File: config.mk
export PLATFORM = sky130hd
export DESIGN_NAME = sha256_stream_hasher_unit
export DESIGN_NICKNAME = d
export VERILOG_FILES = /design/src/hw/rtl/sha_pkg.sv /design/src/hw/rtl/sha_datapath.sv /design/src/hw/rtl/sha_controller.sv /design/src/hw/rtl/sha256_stream_hasher_unit.sv
export SDC_FILE = /design/constraint.sdc
export NUM_CORES = 2
export LEC_CHECK = 0
export BUFFER_PORTS_ARGS = -buffer_cell sky130_fd_sc_hd__buf_2
export CAP_MARGIN = 40
export CORE_UTILIZATION = 55
export CTS_BUF_LIST = sky130_fd_sc_hd__clkbuf_8
export CTS_CLUSTER_SIZE = 10
export DETAILED_ROUTE_END_ITERATION = 7
export PLACE_DENSITY = 0.69
export SLEW_MARGIN = 10
export SYNTH_ARGS = -nofsm -noshare
export SYNTH_HDL_FRONTEND = slang
export SYNTH_SLANG_ARGS = --single-unit
File: constraint.sdc
create_clock -name aclk -period 29.7 [get_ports aclk]
set_input_delay 8.91 -clock aclk [delete_from_list [all_inputs] [get_ports aclk]]
set_output_delay 8.91 -clock aclk [all_outputs]
set_load 0.05 [all_outputs]
File: src/hw/rtl/sha_pkg.sv
// Shared types and constants for the SHA-256 stream hasher.
// No dependencies; imported by every module of the block.
`timescale 1ns / 1ps
`default_nettype none
package sha_pkg;

    typedef enum logic [2:0] {
        ST_IDLE,
        ST_PAD,
        ST_COMP,
        ST_FINAL,
        ST_EMIT
    } ctrl_state_t;

    // Commands from the controller to the datapath.
    typedef struct packed {
        logic       load_byte;
        logic       pad_byte;
        logic [7:0] pad_value;
        logic       pad_length;
        logic       comp_start;
        logic       comp_round;
        logic       comp_finish;
        logic       hash_reset;
        logic       count_clear;
    } ctrl_cmd_t;

    // Status from the datapath to the controller.
    typedef struct packed {
        logic [5:0] fill;
        logic [5:0] round;
    } dp_status_t;

    localparam logic [7:0] PAD_MARK = 8'h80;
    localparam int unsigned LEN_POS = 56;

    function automatic logic [31:0] init_hash(input logic [2:0] i);
        logic [31:0] v;
        case (i)
            3'd0: v = 32'h6a09e667;
            3'd1: v = 32'hbb67ae85;
            3'd2: v = 32'h3c6ef372;
            3'd3: v = 32'ha54ff53a;
            3'd4: v = 32'h510e527f;
            3'd5: v = 32'h9b05688c;
            3'd6: v = 32'h1f83d9ab;
            default: v = 32'h5be0cd19;
        endcase
        return v;
    endfunction

    localparam logic [31:0] ROUND_K [64] = '{
        32'h428a2f98, 32'h71374491, 32'hb5c0fbcf, 32'he9b5dba5,
        32'h3956c25b, 32'h59f111f1, 32'h923f82a4, 32'hab1c5ed5,
        32'hd807aa98, 32'h12835b01, 32'h243185be, 32'h550c7dc3,
        32'h72be5d74, 32'h80deb1fe, 32'h9bdc06a7, 32'hc19bf174,
        32'he49b69c1, 32'hefbe4786, 32'h0fc19dc6, 32'h240ca1cc,
        32'h2de92c6f, 32'h4a7484aa, 32'h5cb0a9dc, 32'h76f988da,
        32'h983e5152, 32'ha831c66d, 32'hb00327c8, 32'hbf597fc7,
        32'hc6e00bf3, 32'hd5a79147, 32'h06ca6351, 32'h14292967,
        32'h27b70a85, 32'h2e1b2138, 32'h4d2c6dfc, 32'h53380d13,
        32'h650a7354, 32'h766a0abb, 32'h81c2c92e, 32'h92722c85,
        32'ha2bfe8a1, 32'ha81a664b, 32'hc24b8b70, 32'hc76c51a3,
        32'hd192e819, 32'hd6990624, 32'hf40e3585, 32'h106aa070,
        32'h19a4c116, 32'h1e376c08, 32'h2748774c, 32'h34b0bcb5,
        32'h391c0cb3, 32'h4ed8aa4a, 32'h5b9cca4f, 32'h682e6ff3,
        32'h748f82ee, 32'h78a5636f, 32'h84c87814, 32'h8cc70208,
        32'h90befffa, 32'ha4506ceb, 32'hbef9a3f7, 32'hc67178f2
    };

endpackage
`default_nettype wire

File: src/hw/rtl/sha_datapath.sv
// Datapath: block buffer, bit counter, message schedule, round logic, hash words.
// Depends on sha_pkg.
`timescale 1ns / 1ps
`default_nettype none
module sha_datapath (
    input  wire logic               aclk,
    input  wire logic               aresetn,
    input  wire sha_pkg::ctrl_cmd_t cmd,
    input  wire logic [7:0]         in_byte,
    input  wire logic [2:0]         rd_index,
    output logic [31:0]             rd_word,
    output sha_pkg::dp_status_t     status
);
    import sha_pkg::*;

    logic [31:0] blk_reg [16];
    logic [5:0]  fill_reg, fill_next;
    logic [63:0] bits_reg, bits_next;
    logic [31:0] w_reg [16];
    logic [31:0] v_reg [8];
    logic [31:0] h_reg [8];
    logic [5:0]  round_reg;

    function automatic logic [31:0] rotr(input logic [31:0] x, input int n);
        return (x >> n) | (x << (32 - n));
    endfunction

    // Fill pointer and message bit count.
    always_comb begin
        fill_next = fill_reg;
        bits_next = bits_reg;
        if (cmd.count_clear) begin
            fill_next = '0;
            bits_next = '0;
        end else if (cmd.load_byte) begin
            fill_next = fill_reg + 6'd1;
            bits_next = bits_reg + 64'd8;
        end else if (cmd.pad_byte) begin
            fill_next = fill_reg + 6'd1;
        end
    end

    always_ff @(posedge aclk) begin
        if (!aresetn) begin
            fill_reg <= '0;
            bits_reg <= '0;
        end else begin
            fill_reg <= fill_next;
            bits_reg <= bits_next;
        end
    end

    // Byte writes into the block buffer; the length fills the last eight bytes.
    logic [7:0] pad_data;
    always_comb begin
        pad_data = cmd.pad_value;
        if (cmd.pad_length)
            pad_data = bits_reg[8 * (7 - int'(fill_reg[2:0])) +: 8];
    end

    // The buffer holds the block as sixteen big-endian words.
    always_ff @(posedge aclk) begin
        if (cmd.load_byte)
            blk_reg[fill_reg[5:2]][8 * (3 - int'(fill_reg[1:0])) +: 8] <= in_byte;
        else if (cmd.pad_byte)
            blk_reg[fill_reg[5:2]][8 * (3 - int'(fill_reg[1:0])) +: 8] <= pad_data;
    end

    // Round logic: schedule word and one compression round per cycle.
    logic [31:0] w_cur, t1, t2, s0, s1, w2, w15;
    always_comb begin
        w2  = w_reg[4'(round_reg - 6'd2)];
        w15 = w_reg[4'(round_reg - 6'd15)];
        s0  = rotr(w15, 7) ^ rotr(w15, 18) ^ (w15 >> 3);
        s1  = rotr(w2, 17) ^ rotr(w2, 19) ^ (w2 >> 10);
        if (round_reg < 6'd16)
            w_cur = blk_reg[round_reg[3:0]];
        else
            w_cur = s1 + w_reg[4'(round_reg - 6'd7)] + s0 + w_reg[round_reg[3:0]];
        t1 = v_reg[7] + (rotr(v_reg[4], 6) ^ rotr(v_reg[4], 11) ^ rotr(v_reg[4], 25))
           + ((v_reg[4] & v_reg[5]) ^ (~v_reg[4] & v_reg[6])) + ROUND_K[round_reg] + w_cur;
        t2 = (rotr(v_reg[0], 2) ^ rotr(v_reg[0], 13) ^ rotr(v_reg[0], 22))
           + ((v_reg[0] & v_reg[1]) ^ (v_reg[0] & v_reg[2]) ^ (v_reg[1] & v_reg[2]));
    end

    always_ff @(posedge aclk) begin
        if (cmd.comp_start) begin
            for (int i = 0; i < 8; i++) v_reg[i] <= h_reg[i];
        end else if (cmd.comp_round) begin
            w_reg[round_reg[3:0]] <= w_cur;
            v_reg[7] <= v_reg[6];
            v_reg[6] <= v_reg[5];
            v_reg[5] <= v_reg[4];
            v_reg[4] <= v_reg[3] + t1;
            v_reg[3] <= v_reg[2];
            v_reg[2] <= v_reg[1];
            v_reg[1] <= v_reg[0];
            v_reg[0] <= t1 + t2;
        end
    end

    // Round counter.
    always_ff @(posedge aclk) begin
        if (!aresetn)
            round_reg <= '0;
        else if (cmd.comp_start)
            round_reg <= '0;
        else if (cmd.comp_round)
            round_reg <= round_reg + 6'd1;
    end

    // Hash words: initial values, or accumulate after a block.
    always_ff @(posedge aclk) begin
        if (!aresetn || cmd.hash_reset) begin
            for (int i = 0; i < 8; i++) h_reg[i] <= init_hash(3'(i));
        end else if (cmd.comp_finish) begin
            for (int i = 0; i < 8; i++) h_reg[i] <= h_reg[i] + v_reg[i];
        end
    end

    assign rd_word = h_reg[rd_index];
    assign status.fill = fill_reg;
    assign status.round = round_reg;

    // A data byte and a pad byte are never written in the same cycle.
    a_one_write: assert property (@(posedge aclk) disable iff (!aresetn)
        !(cmd.load_byte && cmd.pad_byte)) else $error("two buffer writes");
    // Rounds advance one at a time.
    a_round_step: assert property (@(posedge aclk) disable iff (!aresetn)
        cmd.comp_round && !cmd.comp_start |=> round_reg == $past(round_reg) + 6'd1)
        else $error("round skipped");
    // The buffer is never written while a block is compressed.
    a_no_write_comp: assert property (@(posedge aclk) disable iff (!aresetn)
        cmd.comp_round |-> !cmd.load_byte && !cmd.pad_byte) else $error("write in round");

endmodule
`default_nettype wire

File: src/hw/rtl/sha_controller.sv
// Controller: sequences byte loads, padding, compression and digest output.
// Depends on sha_pkg.
`timescale 1ns / 1ps
`default_nettype none
module sha_controller (
    input  wire logic                aclk,
    input  wire logic                aresetn,
    input  wire logic                in_fire,
    input  wire logic                in_end,
    input  wire logic                out_fire,
    input  wire sha_pkg::dp_status_t status,
    output sha_pkg::ctrl_cmd_t       cmd,
    output logic                     in_ready,
    output logic                     out_valid,
    output logic [2:0]               out_index
);
    import sha_pkg::*;

    ctrl_state_t state_reg, state_next;
    logic        mark_reg, mark_next;    // 0x80 already placed
    logic        final_reg, final_next;  // current block carries the length
    logic [2:0]  idx_reg, idx_next;

    always_ff @(posedge aclk) begin
        if (!aresetn) begin
            state_reg <= ST_IDLE;
            mark_reg  <= 1'b0;
            final_reg <= 1'b0;
            idx_reg   <= '0;
        end else begin
            state_reg <= state_next;
            mark_reg  <= mark_next;
            final_reg <= final_next;
            idx_reg   <= idx_next;
        end
    end

    // Next state and datapath commands.
    always_comb begin
        state_next = state_reg;
        mark_next  = mark_reg;
        final_next = final_reg;
        idx_next   = idx_reg;
        cmd        = '0;
        in_ready   = 1'b0;
        out_valid  = 1'b0;
        case (state_reg)
            ST_IDLE: begin
                in_ready = 1'b1;
                if (in_fire && !in_end) begin
                    cmd.load_byte = 1'b1;
                    if (status.fill == 6'd63) begin
                        cmd.comp_start = 1'b1;
                        final_next = 1'b0;
                        state_next = ST_COMP;
                    end
                end else if (in_fire) begin
                    mark_next  = 1'b0;
                    state_next = ST_PAD;
                end
            end
            ST_PAD: begin
                cmd.pad_byte   = 1'b1;
                cmd.pad_value  = mark_reg ? 8'h00 : PAD_MARK;
                // The last eight bytes of the block that carries the length hold it.
                cmd.pad_length = mark_reg && final_reg && (status.fill >= 6'(LEN_POS));
                mark_next      = 1'b1;
                // Length lands in this block only if the mark left room for it.
                if (!mark_reg) final_next = (status.fill < 6'(LEN_POS));
                if (status.fill == 6'd63) begin
                    cmd.comp_start = 1'b1;
                    state_next = ST_COMP;
                end
            end
            ST_COMP: begin
                cmd.comp_round = 1'b1;
                if (status.round == 6'd63) state_next = ST_FINAL;
            end
            ST_FINAL: begin
                cmd.comp_finish = 1'b1;
                if (!mark_reg) state_next = ST_IDLE;
                else if (final_reg) begin
                    idx_next = '0;
                    state_next = ST_EMIT;
                end else begin
                    // The second padding block always carries the length.
                    final_next = 1'b1;
                    state_next = ST_PAD;
                end
            end
            ST_EMIT: begin
                out_valid = 1'b1;
                if (out_fire) begin
                    idx_next = idx_reg + 3'd1;
                    if (idx_reg == 3'd7) begin
                        cmd.hash_reset  = 1'b1;
                        cmd.count_clear = 1'b1;
                        mark_next  = 1'b0;
                        state_next = ST_IDLE;
                    end
                end
            end
            default: state_next = ST_IDLE;
        endcase
    end

    assign out_index = idx_reg;

    // Digest words go out only in the emit state.
    a_emit_only: assert property (@(posedge aclk) disable iff (!aresetn)
        out_valid |-> state_reg == ST_EMIT) else $error("stray output");
    // Input is refused while a block is compressed.
    a_busy: assert property (@(posedge aclk) disable iff (!aresetn)
        state_reg == ST_COMP |-> !in_ready) else $error("ready during rounds");
    // After the last word the hasher returns to idle.
    a_restart: assert property (@(posedge aclk) disable iff (!aresetn)
        out_fire && idx_reg == 3'd7 |=> state_reg == ST_IDLE) else $error("no restart");

endmodule
`default_nettype wire

File: src/hw/rtl/sha256_stream_hasher_unit.sv
// Top level of the SHA-256 stream hasher: stream ports around controller and datapath.
// Depends on sha_pkg, sha_controller and sha_datapath.
`timescale 1ns / 1ps
`default_nettype none
// A data word (tuser 0) is written into the block buffer, and the 64th byte of a block
// starts the compression (one round per cycle in the shared round unit, then
// an accumulate step into the hash words).
// An end word (tuser 1) pads the block one byte per cycle, compresses one or
// two blocks and then offers the eight digest words, one per
// cycle while m_tready is high, index 0 first, tlast on the eighth. No new
// input word is taken until the digest has been delivered.
module sha256_stream_hasher_unit (
    input  wire logic        aclk,
    input  wire logic        aresetn,
    input  wire logic        s_tvalid,
    output logic             s_tready,
    input  wire logic [7:0]  s_tdata,   // [7:0] data_byte
    input  wire logic        s_tuser,   // [0] kind
    output logic             m_tvalid,
    input  wire logic        m_tready,
    output logic [39:0]      m_tdata,   // [31:0] digest_word, [34:32] word_index
    output logic             m_tlast
);
    import sha_pkg::*;

    ctrl_cmd_t   cmd;
    dp_status_t  status;
    logic [2:0]  idx;
    logic [31:0] word;

    sha_controller u_ctrl (
        .aclk(aclk), .aresetn(aresetn),
        .in_fire(s_tvalid && s_tready), .in_end(s_tuser),
        .out_fire(m_tvalid && m_tready), .status(status), .cmd(cmd),
        .in_ready(s_tready), .out_valid(m_tvalid), .out_index(idx)
    );

    sha_datapath u_dp (
        .aclk(aclk), .aresetn(aresetn), .cmd(cmd), .in_byte(s_tdata),
        .rd_index(idx), .rd_word(word), .status(status)
    );

    assign m_tdata = {5'd0, idx, word};
    assign m_tlast = (idx == 3'd7);

endmodule
`default_nettype wire

; ---- Yosys cells after proc, flatten, opt, wreduce, memory -nomap -nowiden
; Memory sizes are Yosys's and may differ from the RTL's. A register that Yosys moved wholly into a read port is not among the register bits.
; Cells that the tools add are included.
[op_classes]
addsub = 28
n_lt_le_gt_ge = 4
n_eq_ne = 18
n_shift = 4
n_mux = 120
bitwise = 77
n_reduce_logical = 19
[ops]
columns = cell, n
row1 = 2-to-1 mux 32 bit, 29
row2 = adder 32 bit, 18
row3 = bitwise XOR 32 bit, 9
row4 = bitwise AND 32 bit, 5
row5 = indexed part select 8 x 33 -> 32 bit, 2
row6 = "adder 64 x 4 -> 64 bit, second input constant", 1
row7 = indexed part select 64 x 32 -> 8 bit, 1
row8 = 2-to-1 mux 1 bit, 61
row9 = bitwise OR 1 bit, 48
row10 = 2-to-1 mux 3 bit, 13
row11 = negation 32 -> 33 bit, 1
row12 = "variable shift 8 x 33 -> 32 bit, first input constant", 1
row13 = NOT 32 bit, 1
row14 = bitwise OR 10 x 32 -> 32 bit, 1
row15 = bitwise OR 13 x 32 -> 32 bit, 1
row16 = bitwise OR 14 x 32 -> 32 bit, 1
row17 = bitwise OR 15 x 32 -> 32 bit, 1
row18 = bitwise OR 19 x 32 -> 32 bit, 1
row19 = bitwise OR 21 x 32 -> 32 bit, 1
row20 = bitwise OR 25 x 32 -> 32 bit, 1
row21 = bitwise OR 26 x 32 -> 32 bit, 1
row22 = bitwise OR 30 x 32 -> 32 bit, 1
row23 = bitwise OR 7 x 32 -> 32 bit, 1
row24 = bitwise XOR 32 x 22 -> 32 bit, 1
row25 = other kinds (39), 69
[word_totals]
reg_bits = 84
ramBits = 1536
rom_bits = 2048
in_bits = 13
wordCells = 282
mem_count = 5
[memory_table]
columns = name, depth, word_bits, rd, rd_ports_with_merged_regs, wr, line
row1 = (name not given), 64, 32, 1, 0, 0, sha_datapath.sv:81  ; + ((v_reg[4] & v_reg[5]) ^ (~v_reg[4] & v_reg[6])) + ROUND_K[round_reg] + w_cur;
row2 = u_dp.blk_reg, 16, 32, 1, 1, 1, sha_datapath.sv:16  ; logic [31:0] blk_reg [16];
row3 = u_dp.w_reg, 16, 32, 4, 1, 1, sha_datapath.sv:19  ; logic [31:0] w_reg [16];
row4 = u_dp.h_reg, 8, 32, 9, 1, 8, sha_datapath.sv:21  ; logic [31:0] h_reg [8];
row5 = u_dp.v_reg, 8, 32, 8, 0, 8, sha_datapath.sv:20  ; logic [31:0] v_reg [8];

; ---- Depth between registers and ports, before layout
; An unclocked memory read counts as a cell.
[depth]
ltp_word = 12
depth_mapped = 58
mapped_depth_nobuf = 53

; ---- By module
; A second synthesis with hierarchy kept.
[hier_totals]
cells_unflattened = 8122
area_unflattened_um2 = 101807.6
[modules_own_cells]
columns = mod, instances, cells_per_inst, area_each_um2, seq_area_each_um2
row1 = sha_datapath, 1, 8031, 101109.5, 47665.7
row2 = sha_controller, 1, 82, 638.1, 160.2
row3 = sha256_stream_hasher_unit, 1, 9, 60.1, 0.0

; ---- Worst setup path after synthesis
; No wires, ideal clock.
[synth_path]
path_kind = input to register
startpoint = in s_tuser
endpoint = mem u_dp.v_reg[0][0] (enable)
setup_time_ns = 0.628
arrival_ns = 15.258
required_ns = 29.072
slack_ns = 13.814
cell_stages = 5
path_buffers = 1
path_cell_list = nor3b_2 or2_2 clkbuf_1 nand2_1 nand2_1
[synth_lines]
columns = item, line
row1 = from (decl), sha256_stream_hasher_unit.sv:18  ; input wire logic s_tuser,
row2 = to (decl), sha_datapath.sv:20

==> metrics <==
outcome completed; sequential area share after synthesis about 48%; worst hold path class flip-flop to flip-flop; placed instance count 10.07k; fin area between 100000 and 150000 µm²; Post-synth EDFFs ~1.5k; commonest non-fill, non-tap cell in the layout edfxtp_1; Synth Warn # 0; Crit Path Class flip-flop to flip-flop; number of distinct library cells after synthesis 89; largest net degree at the start of global routing about 150; Inserted Clock Buffers approximately 300; Initial Utilization ~55%; FP Rows between 150 and 200; Slew headroom a little over a quarter; DP Area roughly 100000 µm²; max incr delay on CP around 0.7 ns; GRT overflow 0; first-pass GRT wire length around 450 mm; DRT iter0 DRCs a little over 9k; Post-Syn Area approximately 100000 µm²; Core ar. 180900 µm²; cells on worst reg2reg path 48; DRT Pass-1 Iters 8; final core occ between 60% and 70%; Final Setup Violations 0; final wirelength ~310 mm; gr usage total roughly 33%; die height around 430 µm; Post-CTS Hold Buffers 0; post-DP HPWL 217.4 mm; DRC Markers 0; area grow syn2layout 8.691%; Post-CTS Setup Bufs 0; Mean Syn Cell Area 12.73 µm²; # H-tree levels 5; clock root cell clkbuf_8; share of post-route cells with drive strength above 1 between 10% and 20%; dpl ws around 15 ns; Worst path most repeated cell a21oi_1; Final Hold Viols 0; Clock Latency Late Sink ~1.1 ns; CP Max Fanout 42; Max Root-Sink Buffers 4; fin nets 8617; die width 429.2 µm; Max-Cap Viols 0; Arr. time, crit path around 16 ns; Setup TNS Final 0 ns; most frequent cells in the layout edfxtp_1, nand2_1, mux4_2; I/O pin cnt 56; RSZ-0062 raised after global routing false; Peak VDD IR ~0.049 mV; initial antenna violation count 9; crit path max-delay cell type ha_4; Mapped Cells roughly 7.9k; pwr dens roughly 46 nW/µm²; final cell count without fillers about 11k; die area 184200 µm²; Least-Margin Pin Slew 1.108 ns; final cycle utilization of the critical path ~50%; PnR worst setup slack around 15 ns; gp weighted congestion just under 1; routed vias roughly 70k; post-layout min period around 15 ns; via/cell ratio between 6 and 7; Async SR Flop Fraction 0%; CTS sink count between 1.5k and 2k; vias in the first global route ~70k; skew final 0.09434 ns; Worst Hold Depth 2; Synth Flop Type edfxtp_1; post-route ant nets 0; Final Max Tran Viols 0; CTS tree built; Worst-path clk slew roughly 0.06 ns; Worst Setup Start Kind flip-flop; port buffer count 50; FF+latch count, synth roughly 1.6k; post-CTS resize count 0; Wirelength per Cell a little under 30 µm; leakage 0.03887 µW; required time worst endpoint slightly above 30 ns; max frequency a little under 70 MHz; CP endpoint kind flip-flop
-- critical path: cells and delay by family, from the launching register on --
kind	cells	cell delay [ns]
buffers and inverters	8	2.40
AND/OR/NAND/NOR	2	0.16
AO/OA/AOI/OAI	23	5.08
XOR/XNOR	5	1.30
multiplexers	1	0.70
flip-flops	1	0.53
adder cells (fa/ha/maj)	9	4.24
-- cells in the mapped netlist (all sizes together), types with 10 or more instances --
master	instances	area [µm²]
o21bai	35	262.8
o21ai	321	1607
a21o	165	1239
a211oi	45	337.8
buf	103	444.2
a21oi	360	1802
nand3	98	490.5
a211o	10	87.58
and2	39	244.0
nand2b	70	437.9
o221ai	10	87.58
fa	195	3904
clkbuf	324	1216
and4	10	87.58
and3	46	287.8
a21boi	21	157.7
nor2	468	1762
o31ai	24	180.2
inv	393	1475
a311oi	12	105.1
edfxtp	1536	46120
dfxtp	88	1762
ha	403	5042
o211ai	33	247.7
mux2i	58	580.6
nor2b	65	406.6
a31oi	38	252.7
nor3b	12	95.09
nand4	32	200.2
or3	48	300.3
o21a	52	390.4
xor2	259	2268
maj3	18	180.2
o22ai	10	62.56
or2	17	106.4
xnor2	351	3082
mux2	37	416.7
nor3	93	465.5
o311ai	21	183.9
mux4	744	16770
nand2	1098	4121
a221oi	11	96.34
-- layer usage --
layer / track usage [%] / vias to the layer above / part of all wire, %
li1: - / 29860 / -
met1: 47.35 / 35370 / 40
met2: 50.93 / 4286 / 45
met3: 6.461 / 719 / 10
met4: 13.46 / 6 / 4.4
met5: 0 / - / 0.011
-- cells by family after synthesis --
logic type	after synthesis	share of synthesized area, %
AND/OR/NAND/NOR	2120	9.148
multiplexers	839	17.70
AO/OA/AOI/OAI	1252	7.847
adder cells (fa/ha/maj)	616	9.094
flip-flops	1624	47.72
buffers and inverters	822	3.132
other	1	0.003737
XOR/XNOR	611	5.354
-- power by group --
group | internal [µW] | total (µW) | switching, µW
combinational | 212 | 571 | 358
sequential | 2540 | 2560 | 19.4
clock | 968 | 1920 | 953
-- path summary, 6_finish.rpt --
| path | start | endpoint | slack (ns) |
|---|---|---|---|
| worst max-delay path | u_dp.round_reg[1] | u_dp.v_reg[0][30] | 14.87 |
| worst min-delay path | u_dp.bits_reg[43] | u_dp.bits_reg[43] | 0.51 |
| worst max register to register | u_dp.round_reg[1] | u_dp.v_reg[0][30] | 14.87 |
| worst min register to register | u_dp.bits_reg[43] | u_dp.bits_reg[43] | 0.51 |
-- stage by stage --
stage	total power, µW	hold slack (ns)
floorplan	2993	0.4636
global placement	3138	0.4795
detailed placement	3162	0.5004
CTS	5065	0.5081
global route	5218	0.5269
finish	5054	0.5052
-- final cells by class --
type / count / area, µm²
diodes: 5 / 12.51
clock inverters: 184 / 824.5
repair buffers: 245 / 2082
inverters: 395 / 1483
flip-flops and latches: 1624 / 47920
fillers: 13940 / 71870
multi-input cells: 5443 / 49560
clock buffers: 307 / 4225
well taps: 2370 / 2965
(Power assumes the default switching activity.)
